--- src/rtl/utl_pkg.sv ---
// Shared types, constants and tables for the Unix time to local date pipeline.
`timescale 1ns / 1ps

package utl_pkg;

    localparam int NumStages = 10;

    typedef logic [NumStages-1:0] stage_en_t;

    typedef struct packed {
        logic [3:0] hours;
        logic       negative;
    } zone_cfg_t;

    typedef struct packed {
        logic [1:0] day_mode;
        logic [4:0] hour;
        logic [5:0] minute;
    } alarm_cfg_t;

    typedef struct packed {
        logic [7:0] year_since_2000;
        logic [3:0] month;
        logic [4:0] day_of_month;
        logic [2:0] weekday;
        logic [4:0] hour;
        logic [5:0] minute;
        logic [5:0] second;
        logic       alarm_match;
    } date_time_t;

    localparam logic [2:0] CfgZoneHours    = 3'd0;
    localparam logic [2:0] CfgZoneNegative = 3'd1;
    localparam logic [2:0] CfgAlarmDayMode = 3'd2;
    localparam logic [2:0] CfgAlarmHour    = 3'd3;
    localparam logic [2:0] CfgAlarmMinute  = 3'd4;

    localparam logic [1:0] DayModeAll      = 2'd0;
    localparam logic [1:0] DayModeWeekdays = 2'd1;
    localparam logic [1:0] DayModeWeekend  = 2'd2;
    localparam logic [1:0] DayModeNever    = 2'd3;

    localparam logic [3:0]  ZoneHoursReset = 4'd8;
    localparam logic [15:0] SecPerHour     = 16'd3600;
    localparam logic [32:0] SecPerDay      = 33'd86400;

    // Reciprocals for exact division by small constants.
    localparam logic [26:0] Recip675 = 27'd101806632;
    localparam logic [15:0] Recip15  = 16'd34953;
    localparam logic [17:0] Recip7   = 18'd149797;
    localparam logic [15:0] Recip365 = 16'd45965;
    localparam logic [12:0] Recip153 = 13'd6854;

    // Day counts where the era starting in March 2000 begins, and the
    // day-of-era offset for the era that starts in March 1600.
    localparam logic [16:0] Era5FirstDay = 17'd11018;
    localparam logic [17:0] Era4DoeBias  = 18'd135079;

    // The year of era four is 1600 + yoe, so minus 2000 is yoe - 400 (mod 256).
    localparam logic [7:0] Era4YearBias = 8'd112;

    function automatic logic [8:0] month_start(input logic [3:0] mp);
        logic [8:0] start;
        case (mp)
            4'd0:    start = 9'd0;
            4'd1:    start = 9'd31;
            4'd2:    start = 9'd61;
            4'd3:    start = 9'd92;
            4'd4:    start = 9'd122;
            4'd5:    start = 9'd153;
            4'd6:    start = 9'd184;
            4'd7:    start = 9'd214;
            4'd8:    start = 9'd245;
            4'd9:    start = 9'd275;
            4'd10:   start = 9'd306;
            4'd11:   start = 9'd337;
            default: start = 9'd0;
        endcase
        return start;
    endfunction

endpackage

--- src/rtl/utl_day_split.sv ---
// Zone offset and split of the local seconds count into day number and second of day.
`timescale 1ns / 1ps

module utl_day_split (
    input  logic                clk,
    input  utl_pkg::stage_en_t  load_en,
    input  utl_pkg::zone_cfg_t  zone_cfg,
    input  logic [31:0]         epoch_seconds,
    output logic [16:0]         day_num,
    output logic [16:0]         sec_of_day
);
    import utl_pkg::*;

    logic [15:0] offset;
    logic [32:0] biased_next;
    logic [32:0] biased_reg;

    logic [25:0] quot_in;
    logic [52:0] quot_prod;
    logic [16:0] quot_est_reg;
    logic [25:0] quot_in_reg;
    logic [6:0]  low_bits_reg;

    logic [26:0] back_prod;
    logic [25:0] rem_wide;
    logic [10:0] rem_est;
    logic [16:0] day_num_next;
    logic [9:0]  rem_fix;
    logic [16:0] day_num_reg;
    logic [16:0] sec_of_day_reg;

    // The day count is biased by one so that every value stays non-negative.
    assign offset = 16'(zone_cfg.hours) * SecPerHour;
    assign biased_next = zone_cfg.negative ?
                         33'(epoch_seconds) + SecPerDay - 33'(offset) :
                         33'(epoch_seconds) + SecPerDay + 33'(offset);

    always_ff @(posedge clk)
    begin
        if (load_en[0])
        begin
            biased_reg <= biased_next;
        end
    end

    // A day is 128 * 675 seconds.
    assign quot_in   = biased_reg[32:7];
    assign quot_prod = 53'(quot_in) * 53'(Recip675);

    always_ff @(posedge clk)
    begin
        if (load_en[1])
        begin
            quot_est_reg <= quot_prod[52:36];
            quot_in_reg  <= quot_in;
            low_bits_reg <= biased_reg[6:0];
        end
    end

    assign back_prod = 27'(quot_est_reg) * 27'd675;
    assign rem_wide  = quot_in_reg - back_prod[25:0];
    assign rem_est   = rem_wide[10:0];

    always_comb
    begin
        if (rem_est >= 11'd675)
        begin
            day_num_next = quot_est_reg + 17'd1;
            rem_fix      = 10'(rem_est - 11'd675);
        end
        else
        begin
            day_num_next = quot_est_reg;
            rem_fix      = rem_est[9:0];
        end
    end

    always_ff @(posedge clk)
    begin
        if (load_en[2])
        begin
            day_num_reg    <= day_num_next;
            sec_of_day_reg <= {rem_fix, low_bits_reg};
        end
    end

    assign day_num    = day_num_reg;
    assign sec_of_day = sec_of_day_reg;

endmodule

--- src/rtl/utl_date_time.sv ---
// Civil date, weekday, time of day and alarm compare from the day number and second of day.
`timescale 1ns / 1ps

module utl_date_time (
    input  logic                clk,
    input  utl_pkg::stage_en_t  load_en,
    input  utl_pkg::alarm_cfg_t alarm_cfg,
    input  logic [16:0]         day_num,
    input  logic [16:0]         sec_of_day,
    output utl_pkg::date_time_t result
);
    import utl_pkg::*;

    // Stage 3: era select, weekday quotient, total minutes.
    logic        era5_s3;
    logic [17:0] doe_s3_next;
    logic [16:0] wd_num;
    logic [34:0] wd_prod;
    logic [30:0] min_prod;
    logic        era5_s3_reg;
    logic [17:0] doe_s3_reg;
    logic [16:0] wd_num_s3_reg;
    logic [14:0] wd_quot_s3_reg;
    logic [10:0] tot_min_s3_reg;
    logic [16:0] sod_s3_reg;

    // Stage 4: century terms, weekday, second, hour.
    logic [31:0] d1460_prod;
    logic [2:0]  cent_cnt;
    logic [16:0] wd_back;
    logic [16:0] min_back;
    logic [24:0] hour_prod;
    logic [6:0]  d1460_s4_reg;
    logic [2:0]  cent_s4_reg;
    logic        last_s4_reg;
    logic [17:0] doe_s4_reg;
    logic        era5_s4_reg;
    logic [2:0]  wd_s4_reg;
    logic [5:0]  ss_s4_reg;
    logic [4:0]  hh_s4_reg;
    logic [10:0] tot_min_s4_reg;

    // Stage 5: year-of-era numerator, minute.
    logic [10:0] hour_back;
    logic [17:0] yoe_num_s5_reg;
    logic [17:0] doe_s5_reg;
    logic        era5_s5_reg;
    logic [2:0]  wd_s5_reg;
    logic [5:0]  ss_s5_reg;
    logic [4:0]  hh_s5_reg;
    logic [5:0]  mm_s5_reg;

    // Stage 6: year of era.
    logic [33:0] yoe_prod;
    logic [8:0]  yoe_s6_reg;
    logic [17:0] doe_s6_reg;
    logic        era5_s6_reg;
    logic [2:0]  wd_s6_reg;
    logic [5:0]  ss_s6_reg;
    logic [4:0]  hh_s6_reg;
    logic [5:0]  mm_s6_reg;

    // Stage 7: day of year.
    logic [1:0]  cent_yoe;
    logic [17:0] year_days;
    logic [17:0] doy_wide;
    logic [8:0]  doy_s7_reg;
    logic [8:0]  yoe_s7_reg;
    logic        era5_s7_reg;
    logic [2:0]  wd_s7_reg;
    logic [5:0]  ss_s7_reg;
    logic [4:0]  hh_s7_reg;
    logic [5:0]  mm_s7_reg;

    // Stage 8: month from March.
    logic [10:0] mp_num;
    logic [23:0] mp_prod;
    logic [3:0]  mp_s8_reg;
    logic [8:0]  doy_s8_reg;
    logic [8:0]  yoe_s8_reg;
    logic        era5_s8_reg;
    logic [2:0]  wd_s8_reg;
    logic [5:0]  ss_s8_reg;
    logic [4:0]  hh_s8_reg;
    logic [5:0]  mm_s8_reg;

    // Stage 9: output register.
    logic        early_months;
    logic [8:0]  dom_wide;
    logic        day_ok;
    date_time_t  result_next;
    date_time_t  result_reg;

    assign era5_s3     = day_num >= Era5FirstDay;
    assign doe_s3_next = era5_s3 ? 18'(day_num) - 18'(Era5FirstDay) :
                                   18'(day_num) + Era4DoeBias;
    assign wd_num      = day_num + 17'd3;
    assign wd_prod     = 35'(wd_num) * 35'(Recip7);
    assign min_prod    = 31'(sec_of_day[16:2]) * 31'(Recip15);

    always_ff @(posedge clk)
    begin
        if (load_en[3])
        begin
            era5_s3_reg    <= era5_s3;
            doe_s3_reg     <= doe_s3_next;
            wd_num_s3_reg  <= wd_num;
            wd_quot_s3_reg <= wd_prod[34:20];
            tot_min_s3_reg <= min_prod[29:19];
            sod_s3_reg     <= sec_of_day;
        end
    end

    assign d1460_prod = 32'(doe_s3_reg[17:2]) * 32'(Recip365);
    assign cent_cnt   = 3'(doe_s3_reg >= 18'd36524) + 3'(doe_s3_reg >= 18'd73048) +
                        3'(doe_s3_reg >= 18'd109572) + 3'(doe_s3_reg >= 18'd146096);
    assign wd_back    = 17'(wd_quot_s3_reg) * 17'd7;
    assign min_back   = 17'(tot_min_s3_reg) * 17'd60;
    assign hour_prod  = 25'(tot_min_s3_reg[10:2]) * 25'(Recip15);

    always_ff @(posedge clk)
    begin
        if (load_en[4])
        begin
            d1460_s4_reg   <= d1460_prod[30:24];
            cent_s4_reg    <= cent_cnt;
            last_s4_reg    <= doe_s3_reg == 18'd146096;
            doe_s4_reg     <= doe_s3_reg;
            era5_s4_reg    <= era5_s3_reg;
            wd_s4_reg      <= 3'(wd_num_s3_reg - wd_back);
            ss_s4_reg      <= 6'(sod_s3_reg - min_back);
            hh_s4_reg      <= hour_prod[23:19];
            tot_min_s4_reg <= tot_min_s3_reg;
        end
    end

    assign hour_back = 11'(hh_s4_reg) * 11'd60;

    always_ff @(posedge clk)
    begin
        if (load_en[5])
        begin
            yoe_num_s5_reg <= doe_s4_reg - 18'(d1460_s4_reg) + 18'(cent_s4_reg) -
                              18'(last_s4_reg);
            doe_s5_reg     <= doe_s4_reg;
            era5_s5_reg    <= era5_s4_reg;
            wd_s5_reg      <= wd_s4_reg;
            ss_s5_reg      <= ss_s4_reg;
            hh_s5_reg      <= hh_s4_reg;
            mm_s5_reg      <= 6'(tot_min_s4_reg - hour_back);
        end
    end

    assign yoe_prod = 34'(yoe_num_s5_reg) * 34'(Recip365);

    always_ff @(posedge clk)
    begin
        if (load_en[6])
        begin
            yoe_s6_reg  <= yoe_prod[32:24];
            doe_s6_reg  <= doe_s5_reg;
            era5_s6_reg <= era5_s5_reg;
            wd_s6_reg   <= wd_s5_reg;
            ss_s6_reg   <= ss_s5_reg;
            hh_s6_reg   <= hh_s5_reg;
            mm_s6_reg   <= mm_s5_reg;
        end
    end

    assign cent_yoe  = 2'(yoe_s6_reg >= 9'd100) + 2'(yoe_s6_reg >= 9'd200) +
                       2'(yoe_s6_reg >= 9'd300);
    assign year_days = 18'(yoe_s6_reg) * 18'd365 + 18'(yoe_s6_reg[8:2]) - 18'(cent_yoe);
    assign doy_wide  = doe_s6_reg - year_days;

    always_ff @(posedge clk)
    begin
        if (load_en[7])
        begin
            doy_s7_reg  <= doy_wide[8:0];
            yoe_s7_reg  <= yoe_s6_reg;
            era5_s7_reg <= era5_s6_reg;
            wd_s7_reg   <= wd_s6_reg;
            ss_s7_reg   <= ss_s6_reg;
            hh_s7_reg   <= hh_s6_reg;
            mm_s7_reg   <= mm_s6_reg;
        end
    end

    assign mp_num  = 11'(doy_s7_reg) * 11'd5 + 11'd2;
    assign mp_prod = 24'(mp_num) * 24'(Recip153);

    always_ff @(posedge clk)
    begin
        if (load_en[8])
        begin
            mp_s8_reg   <= mp_prod[23:20];
            doy_s8_reg  <= doy_s7_reg;
            yoe_s8_reg  <= yoe_s7_reg;
            era5_s8_reg <= era5_s7_reg;
            wd_s8_reg   <= wd_s7_reg;
            ss_s8_reg   <= ss_s7_reg;
            hh_s8_reg   <= hh_s7_reg;
            mm_s8_reg   <= mm_s7_reg;
        end
    end

    assign early_months = mp_s8_reg >= 4'd10;
    assign dom_wide     = doy_s8_reg - month_start(mp_s8_reg) + 9'd1;

    always_comb
    begin
        case (alarm_cfg.day_mode)
            DayModeAll:      day_ok = 1'b1;
            DayModeWeekdays: day_ok = (wd_s8_reg >= 3'd1) && (wd_s8_reg <= 3'd5);
            DayModeWeekend:  day_ok = (wd_s8_reg == 3'd0) || (wd_s8_reg == 3'd6);
            DayModeNever:    day_ok = 1'b0;
            default:         day_ok = 1'b0;
        endcase
    end

    always_comb
    begin
        result_next.year_since_2000 = yoe_s8_reg[7:0] +
                                      (era5_s8_reg ? 8'd0 : Era4YearBias) +
                                      8'(early_months);
        result_next.month           = early_months ? mp_s8_reg - 4'd9 : mp_s8_reg + 4'd3;
        result_next.day_of_month    = dom_wide[4:0];
        result_next.weekday         = wd_s8_reg;
        result_next.hour            = hh_s8_reg;
        result_next.minute          = mm_s8_reg;
        result_next.second          = ss_s8_reg;
        result_next.alarm_match     = day_ok && (alarm_cfg.hour == hh_s8_reg) &&
                                      (alarm_cfg.minute == mm_s8_reg);
    end

    always_ff @(posedge clk)
    begin
        if (load_en[9])
        begin
            result_reg <= result_next;
        end
    end

    assign result = result_reg;

endmodule

--- src/rtl/unix_time_to_local_date_alarm_unit.sv ---
// Unix seconds to local Gregorian date and time with a daily alarm compare.
// Each accepted input transaction passes through every pipeline stage in order to its output transaction.
// Throughput: one transaction per cycle while out_stall is low; a full stage holds when the next cannot move on.
// Reset clears all stage valid bits and loads the config registers with their reset values.
`timescale 1ns / 1ps

module unix_time_to_local_date_alarm_unit (
    input  logic        clk,
    input  logic        rst_n,
    input  logic        in_valid,
    output logic        in_stall,
    input  logic [31:0] epoch_seconds,
    output logic        out_valid,
    input  logic        out_stall,
    output logic [7:0]  year_since_2000,
    output logic [3:0]  month,
    output logic [4:0]  day_of_month,
    output logic [2:0]  weekday,
    output logic [4:0]  hour,
    output logic [5:0]  minute,
    output logic [5:0]  second,
    output logic        alarm_match,
    input  logic        cfg_write,
    input  logic [2:0]  cfg_index,
    input  logic [5:0]  cfg_data
);
    import utl_pkg::*;

    zone_cfg_t  zone_cfg_reg;
    alarm_cfg_t alarm_cfg_reg;

    logic [NumStages-1:0] valid_reg;
    logic [NumStages-1:0] valid_next;
    logic [NumStages:0]   stage_ready;
    stage_en_t            load_en;

    logic [16:0] day_num;
    logic [16:0] sec_of_day;
    date_time_t  result;

    always_ff @(posedge clk or negedge rst_n)
    begin
        if (!rst_n)
        begin
            zone_cfg_reg.hours     <= ZoneHoursReset;
            zone_cfg_reg.negative  <= 1'b0;
            alarm_cfg_reg.day_mode <= DayModeAll;
            alarm_cfg_reg.hour     <= 5'd0;
            alarm_cfg_reg.minute   <= 6'd0;
        end
        else if (cfg_write)
        begin
            case (cfg_index)
                CfgZoneHours:    zone_cfg_reg.hours     <= cfg_data[3:0];
                CfgZoneNegative: zone_cfg_reg.negative  <= cfg_data[0];
                CfgAlarmDayMode: alarm_cfg_reg.day_mode <= cfg_data[1:0];
                CfgAlarmHour:    alarm_cfg_reg.hour     <= cfg_data[4:0];
                CfgAlarmMinute:  alarm_cfg_reg.minute   <= cfg_data;
                default:         ;
            endcase
        end
    end

    // A stage loads when it is empty or when the stage after it moves on.
    always_comb
    begin
        stage_ready[NumStages] = !out_stall;
        for (int k = NumStages - 1; k >= 0; k--)
        begin
            stage_ready[k] = !valid_reg[k] || stage_ready[k+1];
        end
    end

    assign load_en    = stage_ready[NumStages-1:0];
    assign valid_next = {valid_reg[NumStages-2:0], in_valid};

    always_ff @(posedge clk or negedge rst_n)
    begin
        if (!rst_n)
        begin
            valid_reg <= '0;
        end
        else
        begin
            for (int k = 0; k < NumStages; k++)
            begin
                if (load_en[k])
                begin
                    valid_reg[k] <= valid_next[k];
                end
            end
        end
    end

    assign in_stall  = !stage_ready[0];
    assign out_valid = valid_reg[NumStages-1];

    utl_day_split u_day_split (
        .clk           (clk),
        .load_en       (load_en),
        .zone_cfg      (zone_cfg_reg),
        .epoch_seconds (epoch_seconds),
        .day_num       (day_num),
        .sec_of_day    (sec_of_day)
    );

    utl_date_time u_date_time (
        .clk        (clk),
        .load_en    (load_en),
        .alarm_cfg  (alarm_cfg_reg),
        .day_num    (day_num),
        .sec_of_day (sec_of_day),
        .result     (result)
    );

    assign year_since_2000 = result.year_since_2000;
    assign month           = result.month;
    assign day_of_month    = result.day_of_month;
    assign weekday         = result.weekday;
    assign hour            = result.hour;
    assign minute          = result.minute;
    assign second          = result.second;
    assign alarm_match     = result.alarm_match;

endmodule

--- config.mk ---
export PLATFORM = sky130hd
export DESIGN_NAME = unix_time_to_local_date_alarm_unit
export DESIGN_NICKNAME = d
export VERILOG_FILES = /design/src/rtl/utl_pkg.sv /design/src/rtl/utl_day_split.sv /design/src/rtl/utl_date_time.sv /design/src/rtl/unix_time_to_local_date_alarm_unit.sv
export SDC_FILE = /design/constraint.sdc
export NUM_CORES = 2
export LEC_CHECK = 0
export ABC_AREA = 1
export BUFFER_PORTS_ARGS = -buffer_cell sky130_fd_sc_hd__buf_2
export CAP_MARGIN = 20
export CORE_ASPECT_RATIO = 1.2
export CORE_UTILIZATION = 45
export DETAILED_ROUTE_END_ITERATION = 7
export GPL_ROUTABILITY_DRIVEN = 0
export PLACE_DENSITY = 0.57
export SETUP_SLACK_MARGIN = 0.2
export SLEW_MARGIN = 20
export SYNTH_ARGS = -nofsm -noshare
export SYNTH_HDL_FRONTEND = slang
export SYNTH_HIERARCHICAL = 1
export SYNTH_SLANG_ARGS = --single-unit
--- constraint.sdc ---
create_clock -name clk -period 8.11 [get_ports clk]
set_clock_uncertainty 0.05 [all_clocks]
set_input_delay 1.2165 -clock clk [delete_from_list [all_inputs] [get_ports clk]]
set_output_delay 1.2165 -clock clk [all_outputs]
set_load 0.02 [all_outputs]
### Word level (Yosys, flattened, before mapping)

Memory sizes are Yosys's and may differ from the RTL's. A register that Yosys moved wholly into a read port is not among the register bits.
Index checks and enable logic that the tools add are counted.

* memory bits (writable): 0
* logic and storage cells: 183
* flip-flop bits (word level): 435
* latch bits: 0
* memories kept: 1
* output and inout port bits: 40
* memory bits (read-only): 144

Memories
* (name not given): depth 16, width 9, rd ports 1, clocked after Yosys merged registers in 1, write ports 0, line utl_pkg.sv:64 `case (mp)`

* magnitude comparators: 12
* bitwise logic cells: 0
* multiplexer cells: 8
* equal/unequal tests: 11
* add/subtract/negate cells: 30
* shift-type cells: 0
* reduce and logical (&&, ||, !) cells: 34
* div/mod/pow operators: 0
* $mul: 14

Operators by type and width (count)
* multiplier 26 x 24 -> 50 bit (second input constant): 1
* >= comparator 18 x 17 -> 1 bit (second input constant): 2
* multiplier 17 x 18 -> 35 bit (second input constant): 1
* adder 32 x 17 -> 33 bit (second input constant): 1
* adder 33 x 16 -> 33 bit: 1
* multiplier 18 x 16 -> 33 bit (second input constant): 1
* two-way mux 33 bit: 1
* subtractor 33 x 16 -> 33 bit: 1
* multiplier 16 x 16 -> 31 bit (second input constant): 1
* multiplier 15 x 16 -> 30 bit (second input constant): 1
* multiplier 9 x 16 -> 24 bit (second input constant): 1
* multiplier 11 x 12 -> 23 bit (second input constant): 1
* adder 17 x 18 -> 18 bit (second input constant): 1
* adder 18 x 3 -> 18 bit: 1
* equality test 18 bit (second input constant): 1
* >= comparator 18 x 16 -> 1 bit (second input constant): 1
* >= comparator 18 bit (second input constant): 1
* two-way mux 18 bit: 1
* subtractor 17 x 14 -> 18 bit (second input constant): 1
* subtractor 18 x 1 -> 18 bit: 1
* subtractor 18 x 7 -> 18 bit: 1
* adder 17 x 1 -> 17 bit (second input constant): 1
* adder 17 x 2 -> 17 bit (second input constant): 1
* >= comparator 17 x 14 -> 1 bit (second input constant): 1
* other kinds (49): 84

### Depth between registers and ports, before layout

* word-level depth: 12
* mapped depth: 37
* depth with buffers taken out: 37

### Cells and area by module

The synthesis kept the hierarchy.

Modules (own cells, without submodules)
* utl_date_time: cells an instance 3312, instances 1, seq. area each 8898.5 um^2, area each 33477.1 um^2
* utl_day_split: cells an instance 2126, instances 1, seq. area each 3062.9 um^2, area each 18426.4 um^2
* unix_time_to_local_date_alarm_unit: cells an instance 108, instances 1, seq. area each 701.9 um^2, area each 1121.1 um^2

### Worst setup path after synthesis

OpenSTA, ideal clock, no wires.

* path type: register to register
* start point: register u_date_time.doy_s7_reg[1]
* end point: register (tool-made name)
* data required time: 7.947 ns
* arrival: 5.907 ns
* slack: 2.040 ns
* clock period less this slack: 6.070 ns
* stages on the path, launching flop included: 34
* path through: edfxtp_1 > ha_1 > ha_1 > nand2_1 > o21ai_0 > nand2_1 > nand2_1 > nand2_1 > a21oi_1 > o21ai_0 > nand3b_1 > nand2_1 > inv_1 > ha_1 > inv_1 > fa_1 > fa_1 > fa_1 > fa_1 > inv_1 > ha_1 > nand2_1 > nor2_1 > o21ai_0 > nand2_1 > nand2_1 > nand3_1 > xor2_1 > o21ai_0 > ha_1 > nand3_1 > nand2_1 > nand2_1 > nand2_1

RTL lines
* start, declared: line utl_date_time.sv:67 `logic [8:0] doy_s7_reg;`
* start signal, assigned: line utl_date_time.sv:179 `doy_s7_reg <= doy_wide[8:0];`

==> reports/summary.txt <==
ratio of cells with drive above 1 in the final layout: 0.04556
post-DR wirelength/cell: 16.96 µm
number of flops mapped to enable cells by yosys: 395
adder-cell area share of the yosys netlist: 0.4504
row count: 137
largest fanout of any net on the critical path: 8
peak per-stage delay on the critical path: 0.61 ns
Die Y-Extent: 378.0 µm
share of the core filled with cells in the final layout: 0.4907
Async SR Flop Fraction: 0.06542
wire length of the first global-routing pass: 200,700 µm
xor/xnor share of the synthesized area: 0.04141
CTS buffer count: 51
Area Overhead vs Synth: 7.877%
hold violation total from the final report: 0
sinks on the clock net: 428
number of top-level design ports: 86
share of the synthesized area in compound gates (AO/OA/AOI/OAI): 0.06145
clock transition time at the flip-flop clock pins of the worst setup and hold paths: 0.06 ns
netlist area before placement: 53,020 µm²
die outline area: 119,200 µm²
First-pass DRT Iterations: 8
total routed wirelength: 123,100 µm
max-capacitance violation count: 0
number of antenna violations at the first check in global routing: 4
depth of the CTS H-tree: 2
worst endpoint data arrival time: 7.30 ns
cell at the slowest stage of the critical path: sky130_fd_sc_hd__nor2_1
Critical Path Sink Type: flop
total of buffers placed on input and output ports: 85
Setup crit start: u_date_time/doy_s7_reg[0]
post-CTS sizing: 0
clock root cell: sky130_fd_sc_hd__clkbuf_16
origin of the worst min-delay path: u_date_time/doe_s5_reg[8]
primary flip-flop cell chosen by synthesis mapping: sky130_fd_sc_hd__edfxtp_1
post-synth cell types: 60
final design area excluding fillers: 57,200 µm²
RSZ-0062 raised after global routing: no
initial core utilization: 0.4549
CP Data Required Time: 8.55 ns
Core Area: 116,600 µm²
minimum clock period: 6.852 ns
worst min-delay path category: reg2reg
mean post-synth cell area: 9.561 µm²
share of synthesized area occupied by flip-flops and latches: 0.2388
post-CTS setup buffer count: 0
number of buffers added to fix hold violations after cts: 0
outcome: complete, but fails checks
failing checks: design-rule violations
worst-margin pin slew: 0.9829 ns
smallest hold slack: 0.3576 ns
startpoint of the lowest-slack register-to-register path: u_date_time/doy_s7_reg[0]
Net Count, Synth: 7,193
Max Transition Viols Final: 0
all-layer global routing usage: 0.2127
Post-Synthesis Cells: 5,546
pin count of the biggest net entering global routing: 52
sum of overflow across all layers after global routing: 0
number of flip-flops in the largest register: 38
via/cell ratio: 5.042
maximum clock path buffer count: 3
number of nets with antenna violations after detailed routing: 0
area share of and/or/nand/nor cells after synthesis: 0.1187
number of remaining DRC errors: 22
placed standard-cell area: 55,380 µm²
number of nets in the layout: 7,334
classification of the worst setup path: reg2reg
Via Count: 36,601
largest family of logic cells by synthesized area: adder cells
number of synthesis warnings: 6
clock latency of the later-clocked register in the worst-skew pair: 0.60 ns
via count of the first global-routing pass: 38,499
post-synthesis sequential element count: 428
portion of netlist area occupied by mux cells: 0.0002124
type of element launching the critical path: flop
total of endpoints with negative setup slack in the final report: 0
HPWL after detailed placement: 104,800 µm
Worst path most repeated cell: sky130_fd_sc_hd__nand2_1
period utilisation layout: 0.8449
number of DRC markers in iteration 0: 1,627
Relative slew margins: 0.3424
total negative slack: 0 ns
TritonCTS clock tree: built
horizontal extent of the die: 315.4 µm
max frequency: 145.9 MHz
-- cells by family (layout without fill, tap and decap cells) --
logic type,after synthesis,count (layout)
adder cells (fa/ha/maj),1601,1601
AND/OR/NAND/NOR,1446,1446
buffers and inverters,1240,1423
AO/OA/AOI/OAI,581,581
flip-flops,428,428
XOR/XNOR,249,249
multiplexers,1,1
other,0,1
-- worst max-delay path: cells and delay by family (launching register included) --
family | cells | cell delay (ns)
AO/OA/AOI/OAI | 5 | 0.84
XOR/XNOR | 1 | 0.23
adder cells (fa/ha/maj) | 8 | 3.05
AND/OR/NAND/NOR | 16 | 1.78
buffers and inverters | 4 | 0.34
flip-flops | 1 | 0.45
-- routing by layer --
layer,track usage,up-vias,part of all wire
li1,-,18294,-
met1,0.2552,17659,0.42
met2,0.4059,501,0.53
met3,0.01780,145,0.026
met4,0.04904,2,0.023
met5,0,-,0.00011
-- cells in the final DEF, fill, tap and decap left out, types with 9 or more instances in the layout --
master,n
sky130_fd_sc_hd__nand4_1,70
sky130_fd_sc_hd__a21boi_0,9
sky130_fd_sc_hd__edfxtp_1,395
sky130_fd_sc_hd__buf_2,85
sky130_fd_sc_hd__a211oi_1,12
sky130_fd_sc_hd__inv_1,1215
sky130_fd_sc_hd__nand3b_1,14
sky130_fd_sc_hd__nor4_1,15
sky130_fd_sc_hd__a31oi_1,24
sky130_fd_sc_hd__nand2_2,33
sky130_fd_sc_hd__fa_1,513
sky130_fd_sc_hd__nand2_1,756
sky130_fd_sc_hd__o211ai_1,17
sky130_fd_sc_hd__ha_1,1088
sky130_fd_sc_hd__dfrtp_1,27
sky130_fd_sc_hd__buf_4,19
sky130_fd_sc_hd__nor2_1,292
sky130_fd_sc_hd__or2_2,10
sky130_fd_sc_hd__nor3_1,55
sky130_fd_sc_hd__clkbuf_16,53
sky130_fd_sc_hd__o21ai_0,184
sky130_fd_sc_hd__a21o_1,35
sky130_fd_sc_hd__nand3_1,174
sky130_fd_sc_hd__clkbuf_1,10
sky130_fd_sc_hd__a21oi_1,246
sky130_fd_sc_hd__xor2_1,157
sky130_fd_sc_hd__o21bai_1,30
sky130_fd_sc_hd__xnor2_1,90
-- path summary, 6_finish.rpt --
check	to	slack (ns)	depth (start not counted)
max	flop	1.26	34
min	u_date_time/doe_s6_reg[8]	0.36	0
max reg2reg	flop	1.26	34
min reg2reg	u_date_time/doe_s6_reg[8]	0.36	0
max in group asynchronous	valid_reg[1]	6.88	1
min in group asynchronous	alarm_cfg_reg[6]	0.63	1
-- cell type report --
cell class | count | area [µm²]
timing repair buffer | 106 | 623.1
antenna | 1 | 2.502
fill | 11011 | 59360
clock buffer | 66 | 1405
clock inverter | 29 | 356.6
sequential | 428 | 12660
multi-input combinational | 3878 | 35650
inverter | 1222 | 4587
tap | 1529 | 1913
-- cell usage after synthesis (all sizes together), types with 9 or more instances --
master  instances  share of area
a21o           35         0.0050
nand4          72         0.0091
edfxtp        395           0.22
inv          1221          0.086
nor3           57         0.0056
buf            13         0.0022
a21oi         246          0.023
nor2          296          0.022
nor4           15         0.0018
nand2         794          0.059
fa            513           0.19
a21boi          9         0.0013
o21bai         30         0.0042
or2            13         0.0015
dfrtp          27          0.013
o21ai         192          0.018
xor2          159          0.027
a31oi          24         0.0028
a211oi         12         0.0017
o211ai         17         0.0024
xnor2          90          0.015
nand3b         14         0.0020
nand3         180          0.018
ha           1088           0.26
-- per-stage QoR --
| step | std cells | setup slack [ns] |
|---|---|---|
| 5_1_grt | 7258 | 0.4992 |
| 3_3_place_gp | 7161 | 1.378 |
| 6_report | 7259 | 1.258 |
| 3_5_place_dp | 7161 | 1.312 |
| 2_1_floorplan | 5546 | 2.040 |
| 4_1_cts | 7256 | 1.264 |
Power is not shown: default switching activity piles up to over one toggle a cycle in this logic, so the estimate is an artifact.
